$ cat config.mk
export PLATFORM = sky130hd
export DESIGN_NAME = ambient_light_lux_calc_top
export DESIGN_NICKNAME = d
export VERILOG_FILES = /design/src/hw/rtl/alc_pkg.sv /design/src/hw/rtl/alc_ctrl.sv /design/src/hw/rtl/alc_datapath.sv /design/src/hw/rtl/ambient_light_lux_calc_top.sv
export SDC_FILE = /design/constraint.sdc
export NUM_CORES = 2
export LEC_CHECK = 0
export ABC_AREA = 0
export BUFFER_PORTS_ARGS = -buffer_cell sky130_fd_sc_hd__buf_2
export CAP_MARGIN = 20
export CORE_MARGIN = 8
export CORE_UTILIZATION = 67
export CTS_BUF_LIST = sky130_fd_sc_hd__clkbuf_8
export CTS_CLUSTER_DIAMETER = 30
export DETAILED_ROUTE_END_ITERATION = 16
export GPL_TIMING_DRIVEN = 0
export HOLD_SLACK_MARGIN = 0.03
export MAX_ROUTING_LAYER = met4
export PLACE_DENSITY = 0.89
export RECOVER_POWER = 50
export SLEW_MARGIN = 15
export SYNTH_ARGS = -nofsm -noshare
export SYNTH_HDL_FRONTEND = slang
export SYNTH_SLANG_ARGS = --single-unit
export TNS_END_PERCENT = 50
$ cat constraint.sdc
create_clock -name clk -period 9.95 [get_ports clk]
set_clock_uncertainty 0.1 [all_clocks]
set_input_delay 0 -clock clk [delete_from_list [all_inputs] [get_ports clk]]
set_output_delay 0 -clock clk [all_outputs]
set_load 0.02 [all_outputs]
$ cat src/hw/rtl/alc_pkg.sv
package alc_pkg;

    localparam int STATUS_W   = 8;
    localparam int COUNT_W    = 16;
    localparam int LUX_W      = 26;
    localparam int RANGE_W    = 3;
    localparam int ITIME_W    = 3;
    localparam int GAIN_CODE_W = 3;
    localparam int GAIN_W     = 7;
    localparam int TSCALE_W   = 9;
    localparam int DIVISOR_W  = GAIN_W + TSCALE_W;
    localparam int RAW_W      = 32;
    localparam int COEF_W     = 16;
    localparam int CAP_W      = 23;
    localparam int LIMIT_W    = 27;
    localparam int SUM_W      = COUNT_W + 1;
    localparam int STEP_CNT_W = $clog2(RAW_W);

    localparam int IN_TDATA_W  = 40;
    localparam int OUT_TDATA_W = 32;

    localparam int CFG_IDX_W  = 2;
    localparam int CFG_DATA_W = 8;

    localparam logic [CFG_IDX_W-1:0] REG_LUX_RANGE = 2'd0;
    localparam logic [CFG_IDX_W-1:0] REG_EXPOSURE  = 2'd1;

    localparam logic [RANGE_W-1:0] LUX_RANGE_RESET = 3'd3;
    localparam logic [ITIME_W-1:0] ITIME_RESET     = 3'd2;

    localparam int ST_NEW_BIT     = 2;
    localparam int ST_INVALID_BIT = 7;
    localparam int ST_GAIN_LSB    = 4;

    // ratio thresholds in thousandths
    localparam logic [LIMIT_W-1:0] RATIO_SCALE = 27'd1000;
    localparam logic [LIMIT_W-1:0] RATIO_LOW   = 27'd450;
    localparam logic [LIMIT_W-1:0] RATIO_MID   = 27'd640;
    localparam logic [LIMIT_W-1:0] RATIO_HIGH  = 27'd850;

    localparam logic [COEF_W-1:0] COEF_LOW_VIS  = 16'd17743;
    localparam logic [COEF_W-1:0] COEF_LOW_IR   = 16'd11059;
    localparam logic [COEF_W-1:0] COEF_MID_VIS  = 16'd42785;
    localparam logic [COEF_W-1:0] COEF_MID_IR   = 16'd19548;
    localparam logic [COEF_W-1:0] COEF_HIGH_VIS = 16'd5926;
    localparam logic [COEF_W-1:0] COEF_HIGH_IR  = 16'd1185;

    typedef enum logic [1:0] {
        SEG_LOW,
        SEG_MID,
        SEG_HIGH,
        SEG_ZERO
    } seg_t;

    typedef struct packed {
        logic load;
        logic seg;
        logic mul;
        logic raw;
        logic div_step;
        logic emit;
        logic emit_zero;
    } alc_cmd_t;

    typedef struct packed {
        logic out_free;
    } alc_stat_t;

    function automatic logic [GAIN_W-1:0] gain_of(input logic [GAIN_CODE_W-1:0] code);
        logic [GAIN_W-1:0] g;
        unique case (code)
            3'd1:    g = 7'd2;
            3'd2:    g = 7'd4;
            3'd3:    g = 7'd8;
            3'd6:    g = 7'd48;
            3'd7:    g = 7'd96;
            default: g = 7'd1;
        endcase
        return g;
    endfunction

    // (code + 1) * 50
    function automatic logic [TSCALE_W-1:0] time_scale(input logic [ITIME_W-1:0] code);
        logic [TSCALE_W-1:0] t;
        unique case (code)
            3'd0:    t = 9'd50;
            3'd1:    t = 9'd100;
            3'd2:    t = 9'd150;
            3'd3:    t = 9'd200;
            3'd4:    t = 9'd250;
            3'd5:    t = 9'd300;
            3'd6:    t = 9'd350;
            default: t = 9'd400;
        endcase
        return t;
    endfunction

    function automatic logic [CAP_W-1:0] cap_of(input logic [RANGE_W-1:0] range);
        logic [CAP_W-1:0] c;
        unique case (range)
            3'd0:    c = 23'd6400001;
            3'd1:    c = 23'd3200001;
            3'd2:    c = 23'd1600001;
            3'd3:    c = 23'd800001;
            3'd4:    c = 23'd130001;
            3'd5:    c = 23'd60001;
            default: c = '1;
        endcase
        return c;
    endfunction

endpackage

$ cat src/hw/rtl/alc_ctrl.sv
module alc_ctrl (
    input  logic               clk,
    input  logic               rst_n,
    input  logic               in_valid,
    input  logic               new_data,
    input  logic               invalid,
    input  logic               cfg_we,
    input  alc_pkg::alc_stat_t stat,
    output logic               in_ready,
    output alc_pkg::alc_cmd_t  cmd
);

    typedef enum logic [2:0] {
        ST_IDLE,
        ST_SEG,
        ST_MUL,
        ST_RAW,
        ST_DIV,
        ST_EMIT
    } state_t;

    state_t                           state_reg, state_next;
    logic                             discard_reg, discard_next;
    logic                             zero_reg, zero_next;
    logic [alc_pkg::STEP_CNT_W-1:0]   cnt_reg, cnt_next;
    logic                             accept;

    assign in_ready = (state_reg == ST_IDLE);
    assign accept   = in_valid && in_ready;

    always_comb
    begin
        state_next   = state_reg;
        discard_next = discard_reg;
        zero_next    = zero_reg;
        cnt_next     = cnt_reg;
        cmd          = '0;
        unique case (state_reg)
            ST_IDLE:
            begin
                if (accept && new_data)
                begin
                    if (invalid)
                    begin
                        zero_next  = 1'b1;
                        state_next = ST_EMIT;
                    end
                    else if (discard_reg)
                    begin
                        // drop the first valid reading
                        discard_next = 1'b0;
                    end
                    else
                    begin
                        cmd.load   = 1'b1;
                        zero_next  = 1'b0;
                        state_next = ST_SEG;
                    end
                end
            end
            ST_SEG:
            begin
                cmd.seg    = 1'b1;
                state_next = ST_MUL;
            end
            ST_MUL:
            begin
                cmd.mul    = 1'b1;
                state_next = ST_RAW;
            end
            ST_RAW:
            begin
                cmd.raw    = 1'b1;
                cnt_next   = '0;
                state_next = ST_DIV;
            end
            ST_DIV:
            begin
                cmd.div_step = 1'b1;
                cnt_next     = cnt_reg + 1'b1;
                if (cnt_reg == '1)
                begin
                    state_next = ST_EMIT;
                end
            end
            ST_EMIT:
            begin
                if (stat.out_free)
                begin
                    cmd.emit      = 1'b1;
                    cmd.emit_zero = zero_reg;
                    state_next    = ST_IDLE;
                end
            end
            default:
            begin
                state_next = ST_IDLE;
            end
        endcase
        if (cfg_we)
        begin
            discard_next = 1'b1;
        end
    end

    always_ff @(posedge clk or negedge rst_n)
    begin
        if (!rst_n)
        begin
            state_reg   <= ST_IDLE;
            discard_reg <= 1'b1;
            zero_reg    <= 1'b0;
            cnt_reg     <= '0;
        end
        else
        begin
            state_reg   <= state_next;
            discard_reg <= discard_next;
            zero_reg    <= zero_next;
            cnt_reg     <= cnt_next;
        end
    end

endmodule

$ cat src/hw/rtl/alc_datapath.sv
module alc_datapath (
    input  logic                            clk,
    input  logic                            rst_n,
    input  alc_pkg::alc_cmd_t               cmd,
    output alc_pkg::alc_stat_t              stat,
    input  logic                            cfg_we,
    input  logic [alc_pkg::CFG_IDX_W-1:0]   cfg_index,
    input  logic [alc_pkg::CFG_DATA_W-1:0]  cfg_data,
    input  logic [alc_pkg::GAIN_CODE_W-1:0] gain_code,
    input  logic [alc_pkg::COUNT_W-1:0]     visible_count,
    input  logic [alc_pkg::COUNT_W-1:0]     infrared_count,
    output logic                            out_valid,
    input  logic                            out_ready,
    output logic [alc_pkg::LUX_W-1:0]       lux_centi
);

    logic [alc_pkg::RANGE_W-1:0]     range_reg;
    logic [alc_pkg::ITIME_W-1:0]     itime_reg;
    logic [alc_pkg::COUNT_W-1:0]     vis_reg, ir_reg;
    logic [alc_pkg::GAIN_CODE_W-1:0] gcode_reg;
    alc_pkg::seg_t                   seg_reg, seg_next;
    logic [alc_pkg::RAW_W-1:0]       pos_reg, neg_reg;
    logic [alc_pkg::DIVISOR_W-1:0]   divisor_reg;
    logic [alc_pkg::RAW_W-1:0]       quo_reg;
    logic [alc_pkg::COUNT_W-1:0]     rem_reg;
    logic                            out_valid_reg, out_valid_next;
    logic [alc_pkg::LUX_W-1:0]       lux_reg, lux_next;

    logic [alc_pkg::SUM_W-1:0]       sum;
    logic [alc_pkg::LIMIT_W-1:0]     ir_k, lim_lo, lim_mid, lim_hi;
    logic [alc_pkg::COEF_W-1:0]      coef_vis, coef_ir;
    logic [alc_pkg::RAW_W:0]         raw_add;
    logic [alc_pkg::RAW_W-1:0]       raw;
    logic [alc_pkg::COUNT_W:0]       trial;
    logic                            ge;
    logic [alc_pkg::CAP_W-1:0]       cap;
    logic [alc_pkg::RAW_W-1:0]       capped;

    assign stat.out_free = !out_valid_reg || out_ready;
    assign out_valid     = out_valid_reg;
    assign lux_centi     = lux_reg;

    // ratio band: floor(1000*ir/sum) < k  <=>  1000*ir < k*sum
    always_comb
    begin
        sum     = alc_pkg::SUM_W'(vis_reg) + alc_pkg::SUM_W'(ir_reg);
        ir_k    = alc_pkg::LIMIT_W'(ir_reg) * alc_pkg::RATIO_SCALE;
        lim_lo  = alc_pkg::LIMIT_W'(sum) * alc_pkg::RATIO_LOW;
        lim_mid = alc_pkg::LIMIT_W'(sum) * alc_pkg::RATIO_MID;
        lim_hi  = alc_pkg::LIMIT_W'(sum) * alc_pkg::RATIO_HIGH;
        priority if (ir_k < lim_lo)
            seg_next = alc_pkg::SEG_LOW;
        else if (ir_k < lim_mid)
            seg_next = alc_pkg::SEG_MID;
        else if (ir_k < lim_hi)
            seg_next = alc_pkg::SEG_HIGH;
        else
            seg_next = alc_pkg::SEG_ZERO;
    end

    always_comb
    begin
        unique case (seg_reg)
            alc_pkg::SEG_LOW:
            begin
                coef_vis = alc_pkg::COEF_LOW_VIS;
                coef_ir  = alc_pkg::COEF_LOW_IR;
            end
            alc_pkg::SEG_MID:
            begin
                coef_vis = alc_pkg::COEF_MID_VIS;
                coef_ir  = alc_pkg::COEF_MID_IR;
            end
            alc_pkg::SEG_HIGH:
            begin
                coef_vis = alc_pkg::COEF_HIGH_VIS;
                coef_ir  = alc_pkg::COEF_HIGH_IR;
            end
            default:
            begin
                coef_vis = '0;
                coef_ir  = '0;
            end
        endcase
    end

    always_comb
    begin
        raw_add = (alc_pkg::RAW_W + 1)'(pos_reg) + (alc_pkg::RAW_W + 1)'(neg_reg);
        if (seg_reg == alc_pkg::SEG_MID)
            raw = (pos_reg > neg_reg) ? (pos_reg - neg_reg) : '0;
        else
            raw = raw_add[alc_pkg::RAW_W-1:0];
    end

    // one quotient bit per step, restoring
    always_comb
    begin
        trial = {rem_reg, quo_reg[alc_pkg::RAW_W-1]};
        ge    = (trial >= (alc_pkg::COUNT_W + 1)'(divisor_reg));
    end

    always_comb
    begin
        cap    = alc_pkg::cap_of(range_reg);
        capped = quo_reg;
        if ((range_reg < 3'd6) && (quo_reg > alc_pkg::RAW_W'(cap)))
            capped = alc_pkg::RAW_W'(cap);
        if (capped == '0)
            capped = alc_pkg::RAW_W'(1);
        lux_next = cmd.emit_zero ? '0 : capped[alc_pkg::LUX_W-1:0];
    end

    always_comb
    begin
        out_valid_next = out_valid_reg;
        if (cmd.emit)
            out_valid_next = 1'b1;
        else if (out_ready)
            out_valid_next = 1'b0;
    end

    always_ff @(posedge clk or negedge rst_n)
    begin
        if (!rst_n)
        begin
            range_reg     <= alc_pkg::LUX_RANGE_RESET;
            itime_reg     <= alc_pkg::ITIME_RESET;
            out_valid_reg <= 1'b0;
        end
        else
        begin
            if (cfg_we && (cfg_index == alc_pkg::REG_LUX_RANGE))
                range_reg <= cfg_data[alc_pkg::RANGE_W-1:0];
            if (cfg_we && (cfg_index == alc_pkg::REG_EXPOSURE))
                itime_reg <= cfg_data[alc_pkg::ITIME_W-1:0];
            out_valid_reg <= out_valid_next;
        end
    end

    always_ff @(posedge clk)
    begin
        if (cmd.load)
        begin
            vis_reg   <= visible_count;
            ir_reg    <= infrared_count;
            gcode_reg <= gain_code;
        end
        if (cmd.seg)
            seg_reg <= seg_next;
        if (cmd.mul)
        begin
            pos_reg     <= alc_pkg::RAW_W'(vis_reg) * alc_pkg::RAW_W'(coef_vis);
            neg_reg     <= alc_pkg::RAW_W'(ir_reg) * alc_pkg::RAW_W'(coef_ir);
            divisor_reg <= alc_pkg::DIVISOR_W'(alc_pkg::gain_of(gcode_reg))
                         * alc_pkg::DIVISOR_W'(alc_pkg::time_scale(itime_reg));
        end
        if (cmd.raw)
        begin
            quo_reg <= raw;
            rem_reg <= '0;
        end
        else if (cmd.div_step)
        begin
            quo_reg <= {quo_reg[alc_pkg::RAW_W-2:0], ge};
            rem_reg <= ge ? alc_pkg::COUNT_W'(trial - (alc_pkg::COUNT_W + 1)'(divisor_reg))
                          : trial[alc_pkg::COUNT_W-1:0];
        end
        if (cmd.emit)
            lux_reg <= lux_next;
    end

endmodule

$ cat src/hw/rtl/ambient_light_lux_calc_top.sv
// Channel   Dir  Handshake          Payload
// s_axis    in   s_tvalid/s_tready  s_tdata: status, visible_count, infrared_count
// m_axis    out  m_tvalid/m_tready  m_tdata: lux_centi
// cfg       in   cfg_valid/cfg_ready  cfg_index, cfg_data
//
// A poll with no new-data flag or a discarded reading leaves the block idle. A computed
// result goes through the ratio band, the two channel products and the divisor, the raw
// value, then the one-bit-per-cycle restoring divider, and then the emit state.
// An invalid reading goes straight to the emit state and gives 0.
// Reset clears control and loads lux_range 3, exposure code 2.
// s_tready drops while an item is in work; the output register lets it return
// while a result waits. cfg_ready is always high.
module ambient_light_lux_calc_top (
    input  logic                             clk,
    input  logic                             rst_n,
    input  logic                             s_tvalid,
    output logic                             s_tready,
    // [7:0] status, [23:8] visible_count, [39:24] infrared_count
    input  logic [alc_pkg::IN_TDATA_W-1:0]   s_tdata,
    output logic                             m_tvalid,
    input  logic                             m_tready,
    // [25:0] lux_centi, [31:26] zero
    output logic [alc_pkg::OUT_TDATA_W-1:0]  m_tdata,
    input  logic                             cfg_valid,
    output logic                             cfg_ready,
    input  logic [alc_pkg::CFG_IDX_W-1:0]    cfg_index,
    input  logic [alc_pkg::CFG_DATA_W-1:0]   cfg_data
);

    alc_pkg::alc_cmd_t            cmd;
    alc_pkg::alc_stat_t           stat;
    logic                         cfg_we;
    logic                         cfg_known;
    logic [alc_pkg::LUX_W-1:0]    lux_centi;

    assign cfg_ready = 1'b1;
    assign cfg_we    = cfg_valid && cfg_ready;
    assign cfg_known = cfg_we && ((cfg_index == alc_pkg::REG_LUX_RANGE) ||
                                  (cfg_index == alc_pkg::REG_EXPOSURE));
    assign m_tdata   = alc_pkg::OUT_TDATA_W'(lux_centi);

    alc_ctrl u_ctrl (
        .clk      (clk),
        .rst_n    (rst_n),
        .in_valid (s_tvalid),
        .new_data (s_tdata[alc_pkg::ST_NEW_BIT]),
        .invalid  (s_tdata[alc_pkg::ST_INVALID_BIT]),
        .cfg_we   (cfg_known),
        .stat     (stat),
        .in_ready (s_tready),
        .cmd      (cmd)
    );

    alc_datapath u_dp (
        .clk            (clk),
        .rst_n          (rst_n),
        .cmd            (cmd),
        .stat           (stat),
        .cfg_we         (cfg_we),
        .cfg_index      (cfg_index),
        .cfg_data       (cfg_data),
        .gain_code      (s_tdata[alc_pkg::ST_GAIN_LSB +: alc_pkg::GAIN_CODE_W]),
        .visible_count  (s_tdata[alc_pkg::STATUS_W +: alc_pkg::COUNT_W]),
        .infrared_count (s_tdata[alc_pkg::STATUS_W + alc_pkg::COUNT_W +: alc_pkg::COUNT_W]),
        .out_valid      (m_tvalid),
        .out_ready      (m_tready),
        .lux_centi      (lux_centi)
    );

endmodule

==> impl_metrics.toml <==
[grt]
grt_pass1_vias = 31990
grt_overflow = 0
grt_max_degree = 68
groute.usage.overall = 0.3221
antenna_found_initial = 3
grt_pass1_wl_mm = 161.7

[setup_path]
regToRegStartpoint = "u_dp.ir_reg[2]"
reg2reg_to = "u_dp.seg_reg[0]"
r2r_cells = 31
slowest_delay_ns = 0.80
cpMaxStageDelayCell = "edfxtp_1"
endpoint_kind = "flop"
r2r_slack_ns = 0.44
startpoint_type = "flop"
cp_max_fo = 13
required_ns = 10.20
critPathKind = "flop to flop"
worstPathArrival_ns = 9.76

[clocking]
cts_root_buf = "clkbuf_8"
clk_latency_ns = 0.62
cts_made_buffers = 41
cts_tree = "done"
cts_max_path_buffers = 3
clk_pin_slew_worst_paths_ns = 0.07
htree_num_levels = 2
cts_sinks = 206

[synth]
async_flop_share = 0.08252
synth_area_sq_um = 38230
netlist_instances = 4096
ys_warn_count = 0
synth_compound_area_frac = 0.1227
synth_top_family_by_area = "adder cells"
synthAdderAreaFrac = 0.4615
synth_seq_cells = 206
synth.area.top_cells = "fa_1, ha_1, edfxtp_1"
synth_top_cell_by_area = "fa_1"
ys_top_cells_by_count = "inv_1, ha_1, fa_1"
synth_xor_area_frac = 0.03868
synth_edf_count = 173
synth_top_cell_area_share = 0.2367
synthSimpleGateAreaFrac = 0.1281
seq_area_frac_synth = 0.1555
synth_cell_type_count = 105
yosysMostFrequentCell = "inv_1"
avgSynthCellArea_sq_um = 9.335
muxShareOfSynthArea = 0.007723
ys.flop_type = "edfxtp_1"

[route]
drc = 0
wl_per_cell_microns = 19.62
wirelength_mm = 100.4
dr.pass1.iters = 6
vias = 30460
antenna_left = 0
wl_met2_mm = 50.05
met1_length_mm = 37.77
top_layer_used = "met4"
wl_met3_mm = 5.990
vias_per_cell = 5.953
dr.first_iter.drc_count = 2135

[run_status]
violations = "max-capacitance violations, max-slew violations"
status = "complete, but fails checks"

[timing]
final_max_slew_viol_count = 68
min_period_over_period = 0.9556
max_freq_mhz = 105.2
worstMarginPinSlew_ns = 3.433
setup_viol = 0
hold-worst-slack_ns = 0.1119
timing.slew.headroom = -1.289
period_needed_ns = 9.508
tns_ns = 0
grt_setup_unrepaired = "false"
hold_viol = 0

[placed_design]
port_buffers = 74
dpl.hpwl_mm = 81.81
routabilityCongestion = 1.024

[job]
drv_cap = 1

[hold_path]
whs_endpoint = "u_dp.itime_reg[0]"
min-delay-start = "cfg_data[0]"
hold_depth = 3
holdCritPathClass = "input port to flop"

[die]
core_area_sq_um = 56390
die_h_microns = 254.9
ioPinCount = 90
initial_core_util = 0.6781
design.die.area_sq_um = 64970
die_x_microns = 254.9
num_rows = 87

[layout]
area_delta_synth_final_pct = 8.368
layout-drive-gt1-share = 0.04567
nFillCells = 3993
final_nets = 5519
through the flow:
step | worst slack (ns) | cells | utilization | instance area, sq um
5_1_grt | 0.08161 | 5116 | 0.7348 | 41430
3_3_place_gp | 0.2900 | 4931 | 0.7017 | 39570
3_5_place_dp | 0.1282 | 4940 | 0.7041 | 39700
6_report | 0.4419 | 5116 | 0.7348 | 41430
4_1_cts | 0.08150 | 5103 | 0.7345 | 41410
2_1_floorplan | 2.033 | 4101 | - | 38250
metal layers:
| layer | up-vias | global-route usage |
|---|---|---|
| li1 | 14110 | - |
| met1 | 14640 | 0.3533 |
| met2 | 1291 | 0.5658 |
| met3 | 419 | 0.04284 |
| met4 | 0 | 0.1748 |
| met5 | - | - |
timing repair:
| action | 4_1_cts | 5_1_grt |
|---|---|---|
| hold buffers | 88 | 0 |
| gates resized for setup | 0 | 2 |
| setup endpoints to repair | 0 | 2 |
| hold endpoints to repair | 79 | 0 |
| buffers inserted | 0 | 8 |
how the worst max path moves through the flow:
stage | start | cells past startpoint | end
after CTS | u_dp.ir_reg[1] | 30 | u_dp.seg_reg[0]
after global routing | u_dp.ir_reg[2] | 31 | u_dp.seg_reg[0]
after global placement | u_dp.ir_reg[1] | 30 | u_dp.seg_reg[0]
final | u_dp.ir_reg[2] | 31 | u_dp.seg_reg[0]
after floorplan | u_dp.ir_reg[0] | 33 | u_dp.seg_reg[0]
after detailed placement | u_dp.ir_reg[1] | 30 | u_dp.seg_reg[0]
critical path: cells and delay by family (launching register included):
kind	cells	cell delay, ns
AO/OA/AOI/OAI	12	3.83
XOR/XNOR	1	0.19
adder cells (fa/ha/maj)	6	2.45
buffers and inverters	4	0.42
flip-flops	1	0.80
AND/OR/NAND/NOR	8	1.47
layout by cell type, fill, tap and decap left out, types with 24 or more instances in the layout:
| cell type | count |
|---|---|
| fa_1 | 452 |
| o21a_1 | 33 |
| nand2b_1 | 44 |
| inv_1 | 765 |
| dlygate4sd3_1 | 88 |
| nor2b_1 | 74 |
| a31oi_1 | 24 |
| and2_1 | 149 |
| o21ai_1 | 39 |
| a211oi_1 | 28 |
| a21oi_1 | 201 |
| buf_2 | 47 |
| clkbuf_1 | 107 |
| o21bai_1 | 41 |
| ha_1 | 687 |
| nand3_1 | 51 |
| nand2_1 | 233 |
| mux2i_1 | 25 |
| clkbuf_8 | 41 |
| nor2_1 | 241 |
| a21o_1 | 81 |
| xnor2_1 | 108 |
| o21ai_0 | 116 |
| edfxtp_1 | 173 |
| nor3_1 | 62 |
| xor2_1 | 57 |
cells by family (layout without fill, tap and decap cells):
group	Yosys count	count (layout)
buffers and inverters	857	1113
AO/OA/AOI/OAI	717	717
other	2	10
XOR/XNOR	168	168
adder cells (fa/ha/maj)	1139	1139
flip-flops	206	206
AND/OR/NAND/NOR	978	978
multiplexers	29	29
cell type report:
cell class / count / area (sq um) / area share
Antenna cell: 3 / 7.507 / 0.0001812
Clock inverter: 34 / 266.5 / 0.006432
Inverter: 762 / 2860 / 0.06903
Timing Repair Buffer: 181 / 1368 / 0.03301
Buffer: 95 / 415.4 / 0.01003
Multi-Input combinational cell: 3038 / 29060 / 0.7014
Sequential cell: 206 / 5946 / 0.1435
Clock buffer: 41 / 564.3 / 0.01362
Tap cell: 756 / 945.9 / 0.02283
Power is not shown: default switching activity piles up to over one toggle a cycle in this logic, so the estimate is an artifact.
